==> config.mk <==
export PLATFORM = sky130hd
export DESIGN_NAME = ordered_value_list
export DESIGN_NICKNAME = d
export VERILOG_FILES = /design/src/rtl/core/ovl_pkg.sv /design/src/rtl/core/ovl_cell.sv /design/src/rtl/core/ordered_value_list.sv
export SDC_FILE = /design/constraint.sdc
export NUM_CORES = 1
export LEC_CHECK = 0
export BUFFER_PORTS_ARGS = -buffer_cell sky130_fd_sc_hd__buf_2
export CORE_MARGIN = 2
export CORE_UTILIZATION = 40
export CTS_BUF_LIST = sky130_fd_sc_hd__clkbuf_8
export CTS_CLUSTER_DIAMETER = 150
export DETAILED_ROUTE_END_ITERATION = 10
export PLACE_DENSITY = 0.56
export SLEW_MARGIN = 20
export SYNTH_ARGS = -nofsm -noshare
export SYNTH_HDL_FRONTEND = slang
export SYNTH_HIERARCHICAL = 1
export SYNTH_SLANG_ARGS = --single-unit
==> constraint.sdc <==
create_clock -name clk -period 11.1 [get_ports clk]
set_clock_uncertainty 0.2 [all_clocks]
set_input_delay 0.555 -clock clk [delete_from_list [all_inputs] [get_ports clk]]
set_output_delay 0.555 -clock clk [all_outputs]
set_load 0.02 [all_outputs]
==> src/rtl/core/ovl_pkg.sv <==
package ovl_pkg;

	localparam int CAPACITY = 16;
	localparam int CNT_W = $clog2(CAPACITY + 1);

	typedef enum logic [1:0] {
		OP_FRONT  = 2'd0,
		OP_BACK   = 2'd1,
		OP_SEARCH = 2'd2,
		OP_DELETE = 2'd3
	} opcode_t;

	typedef struct packed {
		opcode_t            opcode;
		logic signed [31:0] item_value;
	} in_item_t;

	typedef struct packed {
		logic       found;
		logic       full_drop;
		logic [4:0] entry_count;
	} out_item_t;

	// Broadcast to every cell of the chain.
	typedef struct packed {
		logic               accept;
		logic               full;
		opcode_t            opcode;
		logic signed [31:0] item_value;
	} ovl_cmd_t;

	// Where a cell stands relative to the list's end.
	typedef struct packed {
		logic active;
		logic at_tail;
	} ovl_pos_t;

endpackage

==> src/rtl/core/ovl_cell.sv <==
module ovl_cell
	import ovl_pkg::*;
(
	input  logic               clk,
	input  ovl_cmd_t           cmd,
	input  ovl_pos_t           pos,
	input  logic signed [31:0] prev_value,
	input  logic signed [31:0] next_value,
	input  logic               seen_in,
	output logic               seen_out,
	output logic signed [31:0] value
);

	logic signed [31:0] value_q;
	logic               hit;
	logic               load;
	logic signed [31:0] load_value;

	assign hit      = pos.active && (value_q == cmd.item_value);
	assign seen_out = seen_in || hit;
	assign value    = value_q;

	always_comb begin
		load       = 1'b0;
		load_value = next_value;
		case (cmd.opcode)
			OP_FRONT: begin
				// shift back one place, cell 0 takes the new value
				load       = cmd.accept && !cmd.full && (pos.active || pos.at_tail);
				load_value = prev_value;
			end
			OP_BACK: begin
				load       = cmd.accept && !cmd.full && pos.at_tail;
				load_value = cmd.item_value;
			end
			OP_DELETE: begin
				// close the gap from the first match on
				load       = cmd.accept && pos.active && seen_out;
				load_value = next_value;
			end
			default: begin
				load       = 1'b0;
				load_value = next_value;
			end
		endcase
	end

	always_ff @(posedge clk) begin
		if (load) begin
			value_q <= load_value;
		end
	end

endmodule

==> src/rtl/core/ordered_value_list.sv <==
// Channel   | Direction | Ports                 | Handshake
// ----------+-----------+-----------------------+------------------------------------
// command   | in        | item (in_item_t)      | start high and busy low at clk edge
// result    | out       | result (out_item_t)   | done high for one cycle, no stall
//
// One transaction per clock cycle: a command accepted at an edge shows its
// result with done in the very next cycle. The figure is set by the cell
// chain, where every cell compares against the command value and the first-
// match flag ripples front to back combinationally. busy stays low.
// arst_n clears the entry count and the done strobe; entry words are only
// read below the count, so they carry no reset. The result side has no stall.
module ordered_value_list
	import ovl_pkg::*;
(
	input  logic      clk,
	input  logic      arst_n,
	input  logic      start,
	output logic      busy,
	input  in_item_t  item,
	output logic      done,
	output out_item_t result
);

	logic [CNT_W-1:0]   count_q;
	logic [CNT_W-1:0]   count_next;
	logic               done_q;
	out_item_t          result_q;
	ovl_cmd_t           cmd;
	ovl_pos_t           pos       [CAPACITY];
	logic signed [31:0] cell_value[CAPACITY];
	logic signed [31:0] prev_word [CAPACITY];
	logic               seen      [CAPACITY+1];
	logic               is_insert;
	logic               is_lookup;
	logic               found;

	// The chain never holds a command back.
	assign busy = 1'b0;

	assign cmd.accept     = start && !busy;
	assign cmd.full       = (count_q == CNT_W'(CAPACITY));
	assign cmd.opcode     = item.opcode;
	assign cmd.item_value = item.item_value;

	assign is_insert = (item.opcode == OP_FRONT) || (item.opcode == OP_BACK);
	assign is_lookup = (item.opcode == OP_SEARCH) || (item.opcode == OP_DELETE);

	// First-match flag enters the front of the chain clear.
	assign seen[0] = 1'b0;
	assign found   = seen[CAPACITY];

	for (genvar i = 0; i < CAPACITY; i++) begin : g_cell
		assign pos[i].active  = (count_q > CNT_W'(i));
		assign pos[i].at_tail = (count_q == CNT_W'(i));

		// Cell 0 has no front neighbor: on insert front it takes the command value.
		if (i == 0) begin : g_head
			assign prev_word[i] = item.item_value;
		end else begin : g_body
			assign prev_word[i] = cell_value[i-1];
		end

		ovl_cell u_cell (
			.clk       (clk),
			.cmd       (cmd),
			.pos       (pos[i]),
			.prev_value(prev_word[i]),
			.next_value(cell_value[(i == CAPACITY - 1) ? i : i + 1]),
			.seen_in   (seen[i]),
			.seen_out  (seen[i+1]),
			.value     (cell_value[i])
		);
	end

	always_comb begin
		count_next = count_q;
		case (item.opcode)
			OP_FRONT, OP_BACK: begin
				if (!cmd.full) begin
					count_next = count_q + CNT_W'(1);
				end
			end
			OP_DELETE: begin
				if (found) begin
					count_next = count_q - CNT_W'(1);
				end
			end
			default: begin
				count_next = count_q;
			end
		endcase
	end

	// Advance the count and raise done for each accepted transaction.
	always_ff @(posedge clk or negedge arst_n) begin
		if (!arst_n) begin
			count_q <= '0;
			done_q  <= 1'b0;
		end else begin
			done_q <= cmd.accept;
			if (cmd.accept) begin
				count_q <= count_next;
			end
		end
	end

	always_ff @(posedge clk) begin
		if (cmd.accept) begin
			result_q.found       <= is_lookup && found;
			result_q.full_drop   <= is_insert && cmd.full;
			result_q.entry_count <= 5'(count_next);
		end
	end

	assign done   = done_q;
	assign result = result_q;

endmodule

Word level (Yosys, flattened, before mapping) --
Cells that the tools add are included.
Word-level totals: output and inout bits 9, word-level logic and storage cells 231, bits of input ports 37, bits in registers 525
Operators by class: order comparisons 16, equality and inequality tests 35, muxes and demuxes 35, reductions and logical operators 122, add/sub/neg operators 2
Operators by type and width (number):
- case mux 32 bit (2 select lines) | 15
- equality test 32 bit | 16
- logical AND 1 bit | 83
- case mux 1 bit (3 select lines) | 16
- equality test 5 x 4 -> 1 bit (second input constant) | 8
- > comparator 5 x 4 -> 1 bit (second input constant) | 8
- logical OR 1 bit | 33
- two-way mux 32 bit | 1
- equality test 5 x 3 -> 1 bit (second input constant) | 4
- > comparator 5 x 3 -> 1 bit (second input constant) | 4
- equality test 5 x 2 -> 1 bit (second input constant) | 2
- > comparator 5 x 1 -> 1 bit (second input constant) | 2
- > comparator 5 x 2 -> 1 bit (second input constant) | 2
- two-way mux 5 bit | 2
- case mux 5 bit (2 select lines) | 1
- adder 5 x 1 -> 5 bit (second input constant) | 1
- equality test 5 x 1 -> 1 bit (second input constant) | 1
- equality test 5 bit (second input constant) | 1
- logical NOT 5 bit | 1
- subtractor 5 x 1 -> 5 bit (second input constant) | 1
- equality test 2 bit (second input constant) | 2
- equality test 2 x 1 -> 1 bit (second input constant) | 1
- logical NOT 2 bit | 1
- AND reduction 2 bit | 1
- other kinds (3) | 3

Depth between registers and ports, before layout --
Gate-level depths: netlist of the first run.
word-level depth 20, depth in mapped cells 42, gate-level depth less buffers 41

Modules after synthesis --
The synthesis of the first run kept the hierarchy.
By module, submodules not included:
- ovl_cell | seq. area each 960.9 um2, area an instance 2010.7 um2, cells each 192, instances 16
- ordered_value_list | seq. area each 360.3 um2, area an instance 1093.5 um2, cells each 130, instances 1

Worst setup path after synthesis of the first run --
OpenSTA, ideal clock, no wires.
path kind register to register, from reg count_q[1], to reg g_cell[15].u_cell.value_q[0], enable pin, buffers on the path 1, setup slack 6657 ps, library setup time 425 ps, clock period less this slack 4443 ps, required time 10475 ps, arrival time 3818 ps, stages on the path, launching flop included 38, cells stage by stage dfrtp_1 -> buf_6 -> inv_1 -> ha_1 -> o21ai_0 -> nand2_1 -> nor4_1 -> nand4_1 -> nand2_1 -> inv_1 -> nand2_1 -> inv_1 -> nand2_1 -> inv_1 -> nand2_1 -> inv_1 -> nand2_1 -> inv_1 -> [2 not listed] -> nand2_1 -> inv_1 -> nand2_1 -> inv_1 -> nand2_1 -> inv_1 -> nand2_1 -> inv_1 -> nand2_1 -> inv_1 -> nand2_1 -> inv_1 -> nand2_1 -> inv_1 -> nand2_1 -> inv_1 -> o22a_1 -> o21ai_1
RTL lines:
- from (decl) | RTL line ordered_value_list.sv:24 | logic [CNT_W-1:0] count_q;
- from (signal assigned) | RTL line ordered_value_list.sv:102 | count_q <= count_next;
- to (signal assigned) | RTL line ovl_cell.sv:50 | value_q <= load_value;
- to (decl) | RTL line ovl_cell.sv:14 | logic signed [31:0] value_q;

==> results.md, run 1 <==
* Outcome: completed
* Distinct cells, synth at 42
* Final setup violating endpoints at 0
* Synth Warn # at 6
* Crit-path slowest cell: dfrtp_1
* Die X at 292 µm
* Worst setup endpoint: g_cell[15].u_cell/value[19]
* Number of synthesized flops with an enable pin at 519
* Sequential area share after synthesis at 0.473
* Slowest cell delay on critical path at 0.62 ns
* Grt total ovfl at 0
* Synth Instances at 3202
* HPWL Detailed at 62400 µm
* CP arrival at 5.39 ns
* Initial antenna violation count at 14
* Dpl cells at 4170
* Synth top area cells: edfxtp_1 47%, mux2i_1 15%, xnor2_1 10%
* Critical path endpoint category: flop
* Hold Path Class: input port to flop
* Final worst slack at 5.81 ns
* Wirelength, routed at 95900 µm
* Gr usage total at 0.220
* Syn avg cell area at 10.4 µm²
* CP Buf/Inv Count at 16
* Max cap viols at 0
* CTS tree: yes
* Crit start category: flop
* Placed cell area at 0.0344 mm²
* Htree depth at 3
* Area fraction of the dominant cell type after synthesis at 0.469
* Residual DRC count at 0
* Area grow syn2layout at 8.63%
* First-iteration detailed-routing DRC count at 2259
* Crit Path Class: flop to flop
* Place WS at 5.63 ns
* Most frequent cells in the layout: 578 x nand2_1, 522 x o21ai_0, 519 x edfxtp_1
* Core footprint at 0.0822 mm²
* Slew @ Worst Pin at 1.10 ns
* Worst-case clock buffer depth at 3
* Root Buffer: clkbuf_8
* Reg2reg path depth at 37
* Chip height at 292 µm
* Maximum number of pins on one net before global-route repair at 275
* Die area at 0.0855 mm²
* Most area-hungry cell type in the Yosys netlist: edfxtp_1
* Vias at 24.0k
* Worst-path clk slew at 0.06 ns
* Finished Cell Area at 0.0361 mm²
* Commonest non-fill, non-tap cell in the layout: nand2_1
* Final Hold Fails at 0
* Top_reg_cell synth: edfxtp_1
* Pwr dens at 159 mW/mm²
* Fmax at 189 MHz
* Power, Total at 5740 µW
* # rows at 105
* Crit path from: count_q[1]
* Buffers on Ports at 44
* Antenna-violating nets left at 0
* Vias per cell at 5.53
* Critical Path Stages at 37
* Fin crit share at 0.476
* Layout cells sized above 1 at 0.0675
* Critical R2R Launch: count_q[1]
* Post-CTS sizing at 0
* Maximum vdd drop at 85.1 µV
* Post-synth design cell area at 0.0333 mm²
* Fin crit period at 5.29 ns
* Synth Register Bits at 525
* # IOs at 46
* Initial DRT Pass Iterations at 7
* TritonCTS Buffers at 94
* Leakage at 0.0133 µW
* R2R Path End: g_cell[15].u_cell/value[19]
* Nets at 3241
* FILL cells at 7879
* Reg2Reg Setup Slack at 5.81 ns
* CP delay by family, top: buffers and inverters
* Setup Buffers After CTS at 0
* Routed WL per cell at 22.0 µm
* First-pass GRT wire length at 144000 µm
* Post-synth ARST share at 0.0114
* Final GP Congestion at 0.900
* Clock sinks at 525
* Initial Util at 0.404
* Slew HR at 0.260
* Worst EP required at 11.20 ns
* TNS Setup at 0 ns
* Crit path max fanout at 32
* Fin cells at 4348
* RSZ-0062 raised after global routing: false
* Clock Latency Late Sink at 0.73 ns
* Max Slew Vio Count at 0
* Vias in the first global route at 23.4k
flip-flops by register name, summed over array words and instances (netlist names):
signal	cells
count_q	5
done	1
g_cell.u_cell/value	512
result	7
where the power goes:
group	internal, µW	switching (µW)
Clock	844	876
Combinational	449	813
Sequential	2510	245
area by class of cell:
class	count	area, µm²	share of cell area
Timing Repair Buffer	84	583	0.0161
Clock buffer	94	1290	0.0358
Multi-Input combinational cell	2452	16600	0.460
Inverter	41	156	0.00433
Tap cell	1070	1340	0.0370
Sequential cell	525	15700	0.435
Clock inverter	77	410	0.0114
Antenna cell	5	12.5	0.000346
per-layer routing:
metal	GRT usage	part of all wire	wire length, µm	vias up
li1	-	-	-	11500
met1	0.302	0.45	43200	11600
met2	0.338	0.45	42900	700
met3	0.0433	0.062	5940	170
met4	0.0932	0.039	3720	8
met5	0	0.00057	55	-
cells by family (layout without fill, tap and decap cells):
logic type | Yosys count | in the layout | share of synthesized area
and+or+nand+nor | 829 | 829 | 0.109
AOI/OAI and AO/OA | 585 | 585 | 0.0909
DFF | 525 | 525 | 0.473
xor gates and xnor gates | 517 | 517 | 0.136
muxes | 513 | 513 | 0.154
buffers and inverters | 226 | 296 | 0.0341
adders and majority gates | 6 | 6 | 0.00226
other | 1 | 7 | 0.000113
stage by stage:
step,hold slack [ns],util
floorplan,0.0594,-
global placement,0.201,0.418
detailed placement,0.204,0.418
CTS,0.0987,0.439
global route,0.146,0.439
finish,0.146,0.439
what timing repair did:
item	CTS	global route
hold endpoints to repair	6	0
hold buffers	2	0
setup endpoints to repair	0	0
how the worst min path moves through the flow:
stage	to	startpoint	cells past startpoint	slack, ns
after floorplan	count_q[0]	arst_n	0	0.06
after global placement	done	arst_n	1	0.20
after detailed placement	done	arst_n	1	0.20
after CTS	done	start	2	0.1
after global routing	done	start	2	0.15
final	done	start	2	0.15
synthesized netlist by cell type (25+ instances only):
| master | number |
|---|---|
| buf_2 | 33 |
| buf_4 | 49 |
| clkbuf_1 | 96 |
| edfxtp_1 | 519 |
| inv_1 | 37 |
| mux2i_1 | 513 |
| nand2_1 | 578 |
| nand4_1 | 112 |
| nor2_1 | 30 |
| nor3_1 | 25 |
| nor4_1 | 49 |
| o21ai_0 | 522 |
| xnor2_1 | 388 |
| xor2_1 | 129 |
No activity file was read; power rests on OpenSTA's default activity.
==> run 2: changes to the inputs <==
Clock period 11.1 ns to 5.1 ns, I/O delays scaled along.
==> results.md, run 2 (same netlist as run 1, synthesis figures left out) <==
* Hold Path Class: input port to flop
* Critical path endpoint category: flop
* Maximum number of pins on one net before global-route repair at 316 (+15%)
* Commonest non-fill, non-tap cell in the layout: nand2_1
* Die X at 292 µm (unchanged)
* Max reg flops at 512 (unchanged)
* Antenna-violating nets left at 0 (unchanged)
* Fin crit period at 4.46 ns
* Maximum vdd drop at 211 µV (+150%)
* Crit-path slowest cell: dlygate4sd3_1
* Wirelength, routed at 90700 µm (-5.3%)
* Slew @ Worst Pin at 1.11 ns (+0.0147 ns)
* Critical R2R Launch: g_cell[0].u_cell/value[12]
* Crit Path Class: input port to flop
* Crit path max fanout at 23 (-28%)
* Cell Int Power at 8830 µW (+130%)
* TNS Setup at 0 ns (unchanged)
* Clock Latency Late Sink at 0.74 ns (about the same)
* HPWL Detailed at 61800 µm (-0.96%)
* Nets at 3356 (+3.5%)
* Final setup violating endpoints at 0 (unchanged)
* First-iteration detailed-routing DRC count at 2222 (-1.6%)
* Initial antenna violation count at 8 (-6)
* CP delay by family, top: buffers and inverters
* Core footprint at 0.0822 mm² (unchanged)
* Psw at 4200 µW (+120%)
* Worst-case clock buffer depth at 3 (unchanged)
* First-pass GRT wire length at 140000 µm (-2.9%)
* Fin crit share at 0.874
* Root Buffer: clkbuf_8
* Crit start category: input port
* Max Slew Vio Count at 0 (unchanged)
* Seq pwr share at 0.455 (-0.026)
* Layout cells sized above 1 at 0.0964 (+0.0289)
* Slew HR at 0.255 (-0.00585)
* CP arrival at 4.80 ns (-0.59 ns)
* Finished Cell Area at 0.0375 mm² (+3.7%)
* Fin cells at 4465 (+2.7%)
* Residual DRC count at 0 (unchanged)
* CTS tree: yes
* Clock sinks at 525 (unchanged)
* Worst EP required at 5.44 ns (-5.76 ns)
* Buffers on Ports at 44 (unchanged)
* Logic pwr share at 0.220 (about the same)
* # IOs at 46 (unchanged)
* Routed WL per cell at 20.3 µm (-7.8%)
* Initial Util at 0.404 (unchanged)
* Crit path from: item[2]
* Die area at 0.0855 mm² (unchanged)
* Fmax at 224 MHz
* Placed cell area at 0.0352 mm² (+2.3%)
* Dpl cells at 4252 (+2.0%)
* Htree depth at 3 (unchanged)
* Area grow syn2layout at 12.7%
* Outcome: completed
* Vias per cell at 5.39 (-2.5%)
* Vias at 24.1k (+0.17%)
* RSZ-0062 raised after global routing: false
* CP Buf/Inv Count at 15 (-1)
* Chip height at 292 µm (unchanged)
* Vias in the first global route at 23.7k (+1.0%)
* Min-Delay Startpoint: item[32]
* Slowest cell delay on critical path at 0.63 ns (about the same)
* TritonCTS Buffers at 99 (+5.3%)
* Pwr dens at 348 mW/mm² (+120%)
* Initial DRT Pass Iterations at 5 (-2)
* Sw Share at 0.322 (-0.0145)
* Most frequent cells in the layout: 578 x nand2_1, 521 x o21ai_0, 519 x edfxtp_1
* Gr usage total at 0.207 (-0.0123)
* Final Core Density at 0.456 (+0.0165)
* Leakage at 0.0139 µW (+5.0%)
* Max cap viols at 0 (unchanged)
* Final GP Congestion at 0.879 (-2.2%)
* Final Hold Fails at 0 (unchanged)
* Clk network pwr share at 0.326 (+0.026)
* Grt total ovfl at 0 (unchanged)
* Cell mode on critical path: nand2_1
* # rows at 105 (unchanged)
* Worst-path clk slew at 0.06 ns (about the same)
-- run 2: changes by cell type in the layout (fill, tap and decap cells not counted), moves of 2 or more --
cell / before / now
inv_1: 78 / 60
buf_12: 3 / 15
nor4_1: 45 / 47
diode_2: 5 / 2
dlygate4sd3_1: 2 / 28
buf_4: 35 / 105
nor4_2: 4 / 2
clkinv_2: 8 / 13
clkinv_1: 19 / 26
bufinv_16: 2 / 7
inv_6: 2 / 5
buf_16: 0 / 2
clkbuf_8: 94 / 104
-- run 2: final cells by class --
| type | instances | area (µm²) |
|---|---|---|
| fillers | 7821 | 44800 |
| inverters | 41 | 156 |
| clock buffers | 104 | 1430 |
| flip-flops and latches | 525 | 15700 |
| diodes | 2 | 5.00 |
| clock inverters | 77 | 554 |
| multi-input cells | 2452 | 16600 |
| repair buffers | 194 | 1660 |
| well taps | 1070 | 1340 |
-- run 2: worst register-to-register path: cells and delay by family, from the launching register on --
kind	cells	cell delay, ns
compound gates	1	0.24
xor+xnor	1	0.26
buf+inv	15	0.84
flops	1	0.40
simple gates	22	2.31
-- run 2: power groups by stage --
stage | sequential [µW] | clock [µW] | combinational [µW]
finish | 5930 | 4240 | 2860
global route | 6000 | 4560 | 3130
global placement | 6000 | 0 | 2750
CTS | 5930 | 4360 | 2840
floorplan | 5900 | 0 | 1860
detailed placement | 6020 | 0 | 2810
-- run 2: repair_timing --
action | in CTS | in global routing
endpoints found under the setup margin | 0 | 28
resized for setup | 0 | 6
hold buffers | 28 | 0
setup buffers | 0 | 1
hold endpoints to repair | 120 | 0
-- run 2: final timing paths --
| check | slack [ns] | cells past startpoint | endpoint |
|---|---|---|---|
| worst max-delay path | 0.64 | 35 | result[4] |
| worst min-delay path | 0.02 | 3 | g_cell[3].u_cell/value[30] |
| worst max register to register | 0.67 | 39 | result[4] |
| worst min register to register | 0.32 | 1 | count_q[0] |
| max in group asynchronous | 4.01 | 3 | count_q[0] |
| min in group asynchronous | 0.35 | 3 | count_q[4] |
-- run 2: routing by layer --
metal | global-route usage | up-vias | part of all wire
met1 | 0.287 | 11700 | 0.47
met2 | 0.332 | 473 | 0.46
li1 | - | 11800 | -
met5 | 0 | - | 0.00014
met4 | 0.0595 | 2 | 0.024
met3 | 0.0379 | 136 | 0.048
-- run 2: per-stage QoR --
step | total power, µW | hold slack, ns | setup WS (ns)
CTS | 13100 | 0.00137 | 0.370
finish | 13000 | 0.0221 | 0.644
detailed placement | 8830 | -0.0907 | 0.397
global route | 13700 | 0.0413 | 0.0552
floorplan | 7760 | -0.241 | 0.657
global placement | 8750 | -0.0937 | 0.509
